==> src/sv/sdbs_pkg.sv <==
// Shared constants, entry layout and controller/datapath command types for the directory search.
`default_nettype none

package sdbs_pkg;

  localparam int WORD_W              = 32;
  localparam int ENTRY_IDX_W         = 10;
  localparam int CNT_W               = 11;
  localparam int DEFAULT_TABLE_DEPTH = 1024;

  // Item kinds
  localparam logic KIND_LOAD   = 1'b0;
  localparam logic KIND_LOOKUP = 1'b1;

  // One directory entry as it sits in the table RAM
  typedef struct packed {
    logic [WORD_W-1:0] id;
    logic [WORD_W-1:0] flags;
    logic [WORD_W-1:0] pos;
    logic [WORD_W-1:0] len;
    logic [WORD_W-1:0] unpacked;
  } entry_t;

  localparam int ENTRY_W = $bits(entry_t);

  // Commands from the controller to the datapath
  typedef struct packed {
    logic load;     // write the accepted entry into the table
    logic start;    // latch the key and open the search range
    logic step;     // compare the probed entry and narrow the range
    logic publish;  // move the finished result into the output register
  } ctl_cmd_t;

  // Status from the datapath to the controller
  typedef struct packed {
    logic empty;    // search range is empty from the start
    logic done;     // current probe ends the search (match or miss)
  } dp_status_t;

endpackage

`default_nettype wire

==> src/sv/sdbs_ctrl.sv <==
// Controller state machine: accepts words, sequences the probes, owns the result valid.
`default_nettype none

module sdbs_ctrl (
  input  logic                 clk,
  input  logic                 rst,
  input  logic                 req_valid,
  input  logic                 req_kind,
  input  logic                 rsp_ready,
  input  sdbs_pkg::dp_status_t status,
  output logic                 req_ready,
  output logic                 rsp_valid,
  output sdbs_pkg::ctl_cmd_t   cmd
);
  import sdbs_pkg::*;

  localparam logic [1:0] S_IDLE   = 2'd0;
  localparam logic [1:0] S_PROBE  = 2'd1;
  localparam logic [1:0] S_FINISH = 2'd2;

  logic [1:0] state;
  logic [1:0] state_next;
  logic       out_valid;
  logic       out_valid_next;
  logic       accept;
  logic       out_free;

  assign req_ready = (state == S_IDLE);
  assign accept    = req_valid && req_ready;
  assign out_free  = !out_valid || rsp_ready;
  assign rsp_valid = out_valid;

  // Decode commands for the datapath
  always_comb begin
    cmd         = '0;
    cmd.load    = accept && (req_kind == KIND_LOAD);
    cmd.start   = accept && (req_kind == KIND_LOOKUP);
    cmd.step    = (state == S_PROBE);
    cmd.publish = (state == S_FINISH) && out_free;
  end

  // Advance the search sequence
  always_comb begin
    state_next = state;
    case (state)
      S_IDLE: begin
        if (cmd.start) begin
          state_next = status.empty ? S_FINISH : S_PROBE;
        end
      end
      S_PROBE: begin
        if (status.done) begin
          state_next = S_FINISH;
        end
      end
      S_FINISH: begin
        if (out_free) begin
          state_next = S_IDLE;
        end
      end
      default: state_next = S_IDLE;
    endcase
  end

  // Hold the result word until the sink takes it
  always_comb begin
    out_valid_next = out_valid;
    if (cmd.publish) begin
      out_valid_next = 1'b1;
    end else if (rsp_ready) begin
      out_valid_next = 1'b0;
    end
  end

  always_ff @(posedge clk) begin
    if (rst) begin
      state     <= S_IDLE;
      out_valid <= 1'b0;
    end else begin
      state     <= state_next;
      out_valid <= out_valid_next;
    end
  end

  a_start_leaves_idle: assert property (@(posedge clk) disable iff (rst)
    cmd.start |=> (state == S_PROBE || state == S_FINISH))
    else $error("lookup start did not leave idle");

  a_valid_from_finish: assert property (@(posedge clk) disable iff (rst)
    $rose(out_valid) |-> $past(state) == S_FINISH)
    else $error("result valid rose outside the finish step");

  a_no_overwrite: assert property (@(posedge clk) disable iff (rst)
    (out_valid && !rsp_ready) |=> out_valid)
    else $error("pending result word was dropped");

endmodule

`default_nettype wire

==> config.mk <==
export PLATFORM = sky130hd
export DESIGN_NAME = sdbs_ctrl
export DESIGN_NICKNAME = d
export VERILOG_FILES = /design/src/sv/sdbs_pkg.sv /design/src/sv/sdbs_ctrl.sv
export SDC_FILE = /design/constraint.sdc
export NUM_CORES = 1
export LEC_CHECK = 0
export ABC_AREA = 1
export BUFFER_PORTS_ARGS = -buffer_cell sky130_fd_sc_hd__buf_2
export CORE_AREA = 2 2 39 41
export DETAILED_ROUTE_END_ITERATION = 12
export DIE_AREA = 0 0 41 43
export HOLD_SLACK_MARGIN = 0.08
export PLACE_DENSITY = 0.38
export SYNTH_ARGS = -nofsm -noshare
export SYNTH_HDL_FRONTEND = slang
export SYNTH_SLANG_ARGS = --single-unit
==> constraint.sdc <==
create_clock -name clk -period 1.9 [get_ports clk]
set_input_delay 0.285 -clock clk [delete_from_list [all_inputs] [get_ports clk]]
set_output_delay 0.285 -clock clk [all_outputs]
set_load 0.005 [all_outputs]
# [Yosys cells after proc, flatten, opt, wreduce, memory -nomap -nowiden]
# Cells that the tools add are included.
[totals] output_inout_bits=6 in_bits=7 ff_bits=3 word_cells=24
[op_classes] eq_ne=5 n_reduce_logical=9 n_bitwise=1 n_mux=7
[op_table] operator="$mux 2" n=4
[op_table] operator="$pmux 2 s3" n=1
[op_table] operator="$logic_and 1x1->1" n=4
[op_table] operator="$ne 2x2->1 const B" n=2
[op_table] operator="$reduce_and 3->1" n=1
[op_table] operator="$eq 2x1->1 const B" n=1
[op_table] operator="$eq 2x2->1 const B" n=1
[op_table] operator="$logic_not 2->1" n=1
[op_table] operator="$mux 1" n=2
[op_table] operator="$ne 2x1->1 const B" n=1
[op_table] operator="$reduce_bool 2->1" n=1
[op_table] operator="$logic_not 1->1" n=1
[op_table] operator="$logic_or 1x1->1" n=1
[op_table] operator="$not 1->1" n=1

# [Logic depth before layout (Yosys ltp)]
# Gate-level depths: netlist (run 1).
[depth] ltp_word=5 ltp_mapped=7 ltp_nobuf=7

# [Worst setup path after synthesis (run 1)]
# No wires, ideal clock.
[synth_path] kind="register -> output" start="register state[1]" end="output cmd[0] (netlist bit)" required_ns=1.615 arrival_time_ns=0.736 slack_ns=0.879 stages_incl_launch_ff=6 cell_sequence="dfxtp_1 > inv_1 > nor2_2 > inv_1 > nor2_1 > buf_4"
[synth_rtl] element="start: declaration" line_no="sdbs_ctrl.sv:21" rtl="logic [1:0] state;"
[synth_rtl] element="start signal: assignment" line_no="sdbs_ctrl.sv:80" rtl="state <= state_next;"
[synth_rtl] element="end: declaration" line_no="sdbs_ctrl.sv:13" rtl="output sdbs_pkg::ctl_cmd_t cmd"

==> impl_metrics.json, run 1 <==
{
  "status": "finished clean",
  "finalCoreUtilization_pct": 22.9,
  "netlist_instances": 38,
  "cp_top_family": "flip-flops",
  "setup_viol": 0,
  "io_pins": 13,
  "worstSetupEndpointType": "output pin",
  "fin_crit_ns": 1.33,
  "slew_headroom_pct": 87.8,
  "antenna_cells": 0,
  "grt_max_degree": 6,
  "drt_iter0_drc": 3,
  "tritoncts": "yes",
  "async_flop_share_pct": 0,
  "syn_area_per_cell_um2": 5.73,
  "fmax_mhz": 752,
  "drv_cap": 0,
  "placed_cell_area_um2": 290,
  "cp_common_cell": "inv_1",
  "criticalPathCategory": "flop to output pin",
  "postCtsSetupBuffers": 0,
  "hold_viol": 0,
  "critPathLaunch": "state[1]",
  "yosysTopAreaCellShare_pct": 27.6,
  "cts_root_buffer": "clkbuf_4",
  "clockBufferDepth": 2,
  "viasPerCell": 3.51,
  "yosysWarnings": 0,
  "cp.depth": 5,
  "slowest_stage": "dfxtp_1",
  "die_area_mm2": 0.00176,
  "path_cells": "inv_1 -> nor2_2 -> inv_1 -> nor2_1 -> buf_2",
  "row_count": 14,
  "cp.required_ns": 1.62,
  "io_buffers": 12,
  "power.density_mw_per_mm2": 744,
  "r2r_slack_ns": 0.93,
  "globalRouteTotalUtil_pct": 6.52,
  "p_int_mw": 0.170,
  "endpoint": "cmd[0]",
  "skew_ns": 0.000468,
  "synth_seq_cells": 3,
  "ys_seq_area_share_pct": 27.6,
  "dp_hpwl_um": 363,
  "drv_slew": 0,
  "num-fill-cells": 162,
  "grt_first_pass_wirelength_um": 696,
  "gp_congestion": 0.645,
  "core_mm2": 0.00138,
  "startpoint_type": "flop",
  "grt.overflow.total": 0,
  "clk-insertion-delay-late_ns": 0.23,
  "wl_per_cell_um": 6.22,
  "wl_um": 429,
  "syn-num-nets": 45,
  "p_clk_share_pct": 48.3,
  "finalCritPeriodShare_pct": 70.0,
  "rsz0062_at_grt": "no",
  "pwr-share-comb_pct": 20.9,
  "ys_top_cells_by_count": "inv_1 (13), nor2_1 (8), nand2_1 (6)",
  "cts_hold_buffers": 0,
  "synth_flop_cell": "dfxtp_1",
  "clk_pin_slew_worst_paths_ns": 0.04,
  "cts_buffers": 3,
  "cts_sinks": 3,
  "worstMarginPinSlew_ns": 0.183,
  "drive_above_1_share_pct": 35.8,
  "path_max_fanout": 4,
  "initial_core_util_pct": 15.7,
  "dr.pass1.iters": 4,
  "nets": 61,
  "swShare_pct": 27.9,
  "netlist_area_um2": 218,
  "syn2layout_area_growth_pct": 45.4,
  "peakVddDrop_uv": 160,
  "yosys.cell_count.top_type": "inv_1",
  "cpPeakStageDelay_ns": 0.38,
  "antenna_found_initial": 0,
  "p_switching_mw": 0.0656,
  "leakage_nw": 0.207,
  "ff2ff_path_depth": 7,
  "stdcell_area_um2": 317,
  "rr_endpoint": "state[0]",
  "synth_edf_count": 0,
  "reg2reg_from": "state[1]",
  "synthTopCellsByArea": "dfxtp_1 (28%), inv_1 (22%), nor2_1 (14%)",
  "critPathArrivalTime_ns": 1.04,
  "htreeDepth": 1,
  "holdWs_ns": 0.241,
  "synth_top_cell_by_area": "dfxtp_1",
  "drc": 0,
  "dr_total_vias": 242,
  "hold_path.class": "input pin to flop",
  "tns_ns": 0,
  "fp.dieH_um": 43,
  "synth_cell_types": 11,
  "hold_start": "rst",
  "path_buf_inv": 3,
  "grt_pass1_vias": 220,
  "power_frac_seq_pct": 30.8,
  "ant_nets": 0,
  "die_w_um": 41,
  "postCtsResizedCells": 0
}
[cells by family (layout without fill, tap and decap cells)]
| kind of cell | after synthesis | in the layout | synth area share, % |
|---|---|---|---|
| simple gates | 17 | 17 | 32.2 |
| buf+inv | 14 | 29 | 25.9 |
| compound gates | 4 | 4 | 14.4 |
| flops | 3 | 3 | 27.6 |
[area by class of cell]
cell class	instances	area (µm²)	area share [%]
clock buffer	4	26.3	8.30
timing repair buffer	12	60.1	19.0
inverter	13	48.8	15.4
sequential	3	60.1	19.0
multi-input combinational	21	101	32.0
tap	16	20.0	6.32
[power groups by stage]
stage	registers, mW	logic (mW)	clock network, mW
after detailed placement	0.0736	0.0503	0
final	0.0725	0.0492	0.114
after CTS	0.0725	0.0506	0.115
after floorplan	0.0729	0.0319	0
after global placement	0.0735	0.0518	0
after global routing	0.0731	0.0578	0.117
[stage by stage]
step | cells | total power [mW] | worst slack [ns]
5_1_grt | 69 | 0.248 | 0.418
4_1_cts | 69 | 0.238 | 0.549
2_1_floorplan | 38 | 0.105 | 0.879
3_3_place_gp | 65 | 0.125 | 0.790
6_report | 69 | 0.235 | 0.570
3_5_place_dp | 65 | 0.124 | 0.804
[how the worst min path moves through the flow]
stage | end | cells after the start
floorplan | rsp_valid | 1
global placement | rsp_valid | 2
detailed placement | rsp_valid | 2
CTS | state[1] | 2
global route | rsp_valid | 2
finish | state[1] | 2
[registers in the layout (all words and copies together) (netlist names)]
signal,flops
rsp_valid,1
state,2
[layout by cell type, fill, tap and decap left out]
cell type / netlist / layout
o21bai_2: 1 / 1
nor2_2: 2 / 2
nand2_1: 6 / 6
clkbuf_4: 0 / 3
dfxtp_1: 3 / 3
a31oi_1: 1 / 1
a21oi_1: 1 / 1
nor2_1: 8 / 8
clkbuf_1: 0 / 1
buf_2: 0 / 12
inv_1: 13 / 13
o21ai_2: 1 / 1
nand3_1: 1 / 1
[worst reg2reg max path: cells and delay by family, from the launching register on]
kind	cells	cell delay, ns
simple gates	4	0.32
compound gates	1	0.05
flops	1	0.38
buf+inv	2	0.11
[layer usage]
| metal | track usage, % | vias up | share of wire, % |
|---|---|---|---|
| met3 | 3.14 | 0 | 3.5 |
| met4 | 8.00 | 0 | 0 |
| li1 | - | 135 | - |
| met1 | 4.81 | 103 | 38 |
| met5 | 0 | - | 0 |
| met2 | 10.0 | 4 | 58 |
Power figures use the tool's default switching activity.
==> run 2, diff against run 1 <==
- ABC_AREA: 1 -> 0
- clock period: 1.9 -> 1.3 ns (I/O delays scaled with it)
==> run 2 against run 1 <==
Effect of this change: setup slack lost 0.47 ns; non-clock buffer count is the same; power grew 28%; largest power group unchanged; die area is the same; cell area shrank 4.0%; utilization shrank 0.90 points; cell count shrank 19%; worst hold slack lost 0.067 ns; flip-flop and latch count is the same.
==> impl_metrics.json, run 2 <==
{
  "status": "finished clean",
  "syn-num-nets": 33,
  "largest_register_ffs": 2,
  "synth_top_cell_by_area": "dfxtp_1",
  "netlist_instances": 26,
  "ys_top_cells_by_count": "nor2_1 (4), dfxtp_1 (3), nor2b_1 (3)",
  "drt_iter0_drc": 2,
  "power.density_mw_per_mm2": 995,
  "holdWs_ns": 0.174,
  "rsz0062_at_grt": "no",
  "die_area_mm2": 0.00176,
  "nets": 48,
  "synthTopCellsByArea": "dfxtp_1 (29%), nor2b_1 (9.0%), mux2_4 (7.2%)",
  "syn_area_per_cell_um2": 8.04,
  "stdcell_area_um2": 304,
  "rr_endpoint": "state[1]",
  "p_total_mw": 0.302,
  "antenna_found_initial": 0,
  "path_cells": "nor4b_2 -> buf_2",
  "cts_sinks": 3,
  "row_count": 14,
  "finalCritPeriodShare_pct": 92.4,
  "synth_cell_types": 16,
  "cts_buffers": 3,
  "hold_depth": 2,
  "yosysTopAreaCellShare_pct": 28.7,
  "grt_max_degree": 11,
  "placed_cells": 52,
  "num-fill-cells": 157,
  "layout.cells.most_common": "buf_2",
  "clk-insertion-delay-late_ns": 0.23,
  "cpPeakStageDelay_ns": 0.36,
  "path_max_fanout": 7,
  "grt_first_pass_wirelength_um": 621,
  "cts_root_buffer": "clkbuf_4",
  "skew_ns": 0.00169,
  "dr.pass1.iters": 4,
  "drc": 0,
  "cp.required_ns": 1.11,
  "worstSetupEndpointType": "output pin",
  "netlist_area_um2": 209,
  "cp_top_family": "flip-flops",
  "io_buffers": 12,
  "io_pins": 13,
  "gp_congestion": 0.684,
  "startpoint_type": "flop",
  "fin_crit_ns": 1.20,
  "clockBufferDepth": 2,
  "critPathArrivalTime_ns": 1.01,
  "p_switching_mw": 0.0682,
  "yosys.cell_count.top_type": "nor2_1",
  "path_buf_inv": 1,
  "p_clk_share_pct": 52.3,
  "initial_core_util_pct": 15.1,
  "dr_total_vias": 220,
  "synth_flop_cell": "dfxtp_1",
  "final_cells": 56,
  "fmax_mhz": 832,
  "grt_pass1_vias": 165,
  "critPathLaunch": "state[1]",
  "leakage_nw": 0.142,
  "fp.dieH_um": 43,
  "grt.overflow.total": 0,
  "hold_path.class": "input pin to flop",
  "tns_ns": 0,
  "wl_um": 484,
  "globalRouteTotalUtil_pct": 5.51,
  "swShare_pct": 22.5,
  "dp_hpwl_um": 407,
  "synth_seq_cells": 3,
  "worstMarginPinSlew_ns": 0.239,
  "setup_viol": 0,
  "placed_cell_area_um2": 270,
  "tritoncts": "yes",
  "drv_cap": 0,
  "ys_seq_area_share_pct": 28.7,
  "drv_slew": 0,
  "antenna_cells": 0,
  "endpoint": "cmd[3]",
  "slew_headroom_pct": 84.0,
  "htreeDepth": 1,
  "ff2ff_path_depth": 3,
  "syn2layout_area_growth_pct": 45.5,
  "clk_pin_slew_worst_paths_ns": 0.04,
  "slowest_stage": "dfxtp_1",
  "criticalPathCategory": "flop to output pin",
  "pwr-share-comb_pct": 14.6,
  "p_int_mw": 0.234,
  "ant_nets": 0,
  "regMostFlops": "state",
  "viasPerCell": 3.93,
  "async_flop_share_pct": 0,
  "reg2reg_from": "state[0]",
  "r2r_slack_ns": 0.27,
  "layout_common_cells": "buf_2 (12), nor2_1 (4), nor2b_1 (3), clkbuf_4 (3)",
  "core_mm2": 0.00138,
  "hold_viol": 0,
  "peakVddDrop_uv": 345,
  "yosysWarnings": 0,
  "synth_edf_count": 0,
  "drive_above_1_share_pct": 47.5,
  "wl_per_cell_um": 8.64,
  "die_w_um": 41,
  "power_frac_seq_pct": 33.1,
  "cp.depth": 2
}
-- run 2: changes by cell type after synthesis, sizes merged, moves of 2 or more --
cell,delta
nor2,-6
nand2b,+2
nor2b,+3
inv,-12
nor3,+2
nand2,-5
-- run 2: kinds of logic (layout without fill, tap and decap cells) --
group | after synthesis | after routing | share of synthesized area [%]
AND/OR/NAND/NOR | 14 | 14 | 35.9
buffers and inverters | 3 | 17 | 10.8
AO/OA/AOI/OAI | 5 | 5 | 17.4
multiplexers | 1 | 1 | 7.18
flip-flops | 3 | 3 | 28.7
-- run 2: per-stage QoR --
stage                     worst slack [ns]  util, %
final                               0.0986     22.0
after global routing                0.0106     22.0
after CTS                           0.0331     21.4
after detailed placement             0.199     19.5
after global placement               0.216     19.5
after floorplan                      0.317        -
-- run 2: metal layers --
metal / vias up / track usage, % / part of all wire [%]
li1: 118 / - / -
met5: - / 0 / 0
met2: 5 / 7.50 / 46
met1: 97 / 6.05 / 50
met4: 0 / 4.00 / 0
met3: 0 / 3.14 / 4.3
-- run 2: final cells by class --
type,instances,area (µm²),area share (%)
clock buffer,4,26.3,8.64
inverter,1,3.75,1.23
multi-input combinational,20,133,43.6
sequential,3,61.3,20.2
tap,16,20.0,6.58
timing repair buffer,12,60.1,19.8
-- run 2: what timing repair did --
action | in CTS | in global routing
hold buffers | 0 | 0
setup buffers | 0 | 0
endpoints found under the setup margin | 0 | 2
resized for setup | 0 | 2
-- run 2: worst min path at each step --
stage | end | from
finish | rsp_valid | rst
global placement | rsp_valid | rst
global route | rsp_valid | rst
CTS | rsp_valid | rst
floorplan | rsp_valid | rst
detailed placement | rsp_valid | rst
-- run 2: power by group through the flow --
stage	logic [mW]	clock network, mW	registers (mW)
finish	0.0441	0.158	0.100
global route	0.0500	0.175	0.101
CTS	0.0436	0.169	0.0993
detailed placement	0.0435	0	0.101
global placement	0.0438	0	0.101
floorplan	0.0261	0	0.0980
==> run 3, diff against run 2 <==
==> constraint.sdc (replaced) <==
create_clock -name clk -period 1.3 [get_ports clk]
set_input_delay 0.065 -clock clk [delete_from_list [all_inputs] [get_ports clk]]
set_output_delay 0.065 -clock clk [all_outputs]
set_load 0.005 [all_outputs]
==> run 3 against run 2 <==
Effect of this change: flip-flop and latch count did not move; highest routed layer is now met4; largest cell class unchanged; power grew 4.5%; first-iteration DRC count did not move; worst hold slack got worse by 0.058 ns; global-route usage rose by 1.7 points; critical endpoint unchanged.
==> impl_metrics.json, run 3 (synthesized netlist as in run 2, its figures left out) <==
{
  "drc": 0,
  "grt_max_degree": 11,
  "finalCritPeriodShare_pct": 87.3,
  "wl_per_cell_um": 9.65,
  "cpPeakStageDelay_ns": 0.39,
  "drive_above_1_share_pct": 41.5,
  "drt_iter0_drc": 2,
  "die_w_um": 41,
  "slew_headroom_pct": 79.6,
  "tns_ns": 0,
  "cts_buffers": 3,
  "slowest_stage": "dfxtp_1",
  "clk-insertion-delay-late_ns": 0.24,
  "hold_viol": 0,
  "skew_ns": 0.00237,
  "drv_slew": 0,
  "cts_root_buffer": "clkbuf_4",
  "path_buf_inv": 1,
  "layout.cells.most_common": "buf_2",
  "criticalPathCategory": "flop to output pin",
  "placed_cells": 52,
  "fp.dieH_um": 43,
  "io_pins": 13,
  "power.density_mw_per_mm2": 1030,
  "globalRouteTotalUtil_pct": 7.21,
  "cp_top_family": "flip-flops",
  "drv_cap": 0,
  "wl_um": 550,
  "cts_sinks": 3,
  "fmax_mhz": 881,
  "wl_met3_um": 27,
  "antenna_found_initial": 0,
  "leakage_nw": 0.143,
  "core_mm2": 0.00138,
  "postCtsResizedCells": 0,
  "die_area_mm2": 0.00176,
  "p_total_mw": 0.316,
  "layout_common_cells": "buf_2 (12), nor2_1 (4), nor2b_1 (3), clkbuf_4 (3), dfxtp_1 (3)",
  "clockBufferDepth": 2,
  "largest_register_ffs": 2,
  "dr.pass1.iters": 2,
  "path_max_fanout": 10,
  "cp.required_ns": 1.24,
  "status": "finished clean",
  "final_cells": 57,
  "worstMarginPinSlew_ns": 0.306,
  "dr_total_vias": 230,
  "pre_cts_ws_ns": 0.195,
  "ant_nets": 0,
  "tritoncts": "yes",
  "setup_slack_ns": 0.165,
  "startpoint_type": "flop",
  "postCtsSetupBuffers": 0,
  "clk_pin_slew_worst_paths_ns": 0.04,
  "worstSetupEndpointType": "output pin",
  "viasPerCell": 4.04,
  "peakVddDrop_uv": 231,
  "row_count": 14,
  "reg2reg_from": "state[0]",
  "gp_congestion": 0.683,
  "critPathArrivalTime_ns": 1.07,
  "grt_pass1_vias": 198,
  "hold_path.class": "input pin to flop",
  "wl_met2_um": 269,
  "rsz0062_at_grt": "no",
  "htreeDepth": 1,
  "path_cells": "nor4b_1 -> buf_2",
  "io_buffers": 12,
  "nets": 49,
  "antenna_cells": 0,
  "critPathLaunch": "state[0]",
  "hold_start": "rsp_ready",
  "initial_core_util_pct": 15.1,
  "fin_crit_ns": 1.14,
  "syn2layout_area_growth_pct": 46.7,
  "routed.top_layer": "met4",
  "setup_viol": 0,
  "grt_first_pass_wirelength_um": 821,
  "grt.overflow.total": 0,
  "regMostFlops": "state",
  "num-fill-cells": 171,
  "drt-met1-wl_um": 238
}
==> run 3: cell types whose count changed in the layout (fill, tap and decap cells not counted), sizes merged <==
| cell | change |
|---|---|
| dlygate4sd3 | +1 |
==> run 3: path summary, 6_finish.rpt <==
path | cells after the start | endpoint | slack, ns
setup / recovery | 2 | cmd[3] | 0.16
hold / removal | 3 | rsp_valid | 0.12
setup reg to reg | 3 | state[1] | 0.20
hold reg to reg | 2 | rsp_valid | 0.48
==> run 3: repair_timing <==
item                                   4_1_cts  5_1_grt
endpoints found under the hold margin        1        0
hold buffers                                 1        0
setup endpoints to repair                    0        0
==> run 3: metal layers <==
metal  vias to the layer above  track usage, %
met5                         -               0
met4                         0            6.00
met3                         2            3.14
met2                         9            10.0
met1                       100            7.99
li1                        119               -
==> run 3: area by class of cell <==
cell class              count  area [µm²]  share of cell area [%]
well taps                  16        20.0                    6.53
inverters                   1        3.75                    1.22
multi-input cells          20         126                    41.2
flip-flops and latches      3        60.1                    19.6
repair buffers             13        70.1                    22.9
clock buffers               4        26.3                    8.57
==> run 3: where the power goes <==
group	internal [mW]	total [mW]	switching, mW
combinational	0.0254	0.0455	0.0201
clock	0.116	0.171	0.0558
sequential	0.0949	0.0993	0.00440
total	0.236	0.316	0.0803
==> run 3: worst register-to-register path: cells and delay by family (launching register included) <==
kind,cells,cell delay (ns)
multiplexers,1,0.34
flip-flops,1,0.49
AO/OA/AOI/OAI,2,0.16
==> run 3: metrics by stage <==
stage	hold WS (ns)	area, µm²	utilization (%)
CTS	0.117	307	22.2
floorplan	0.134	209	-
detailed placement	0.284	270	19.5
global placement	0.282	270	19.5
global route	0.142	307	22.2
finish	0.116	307	22.2
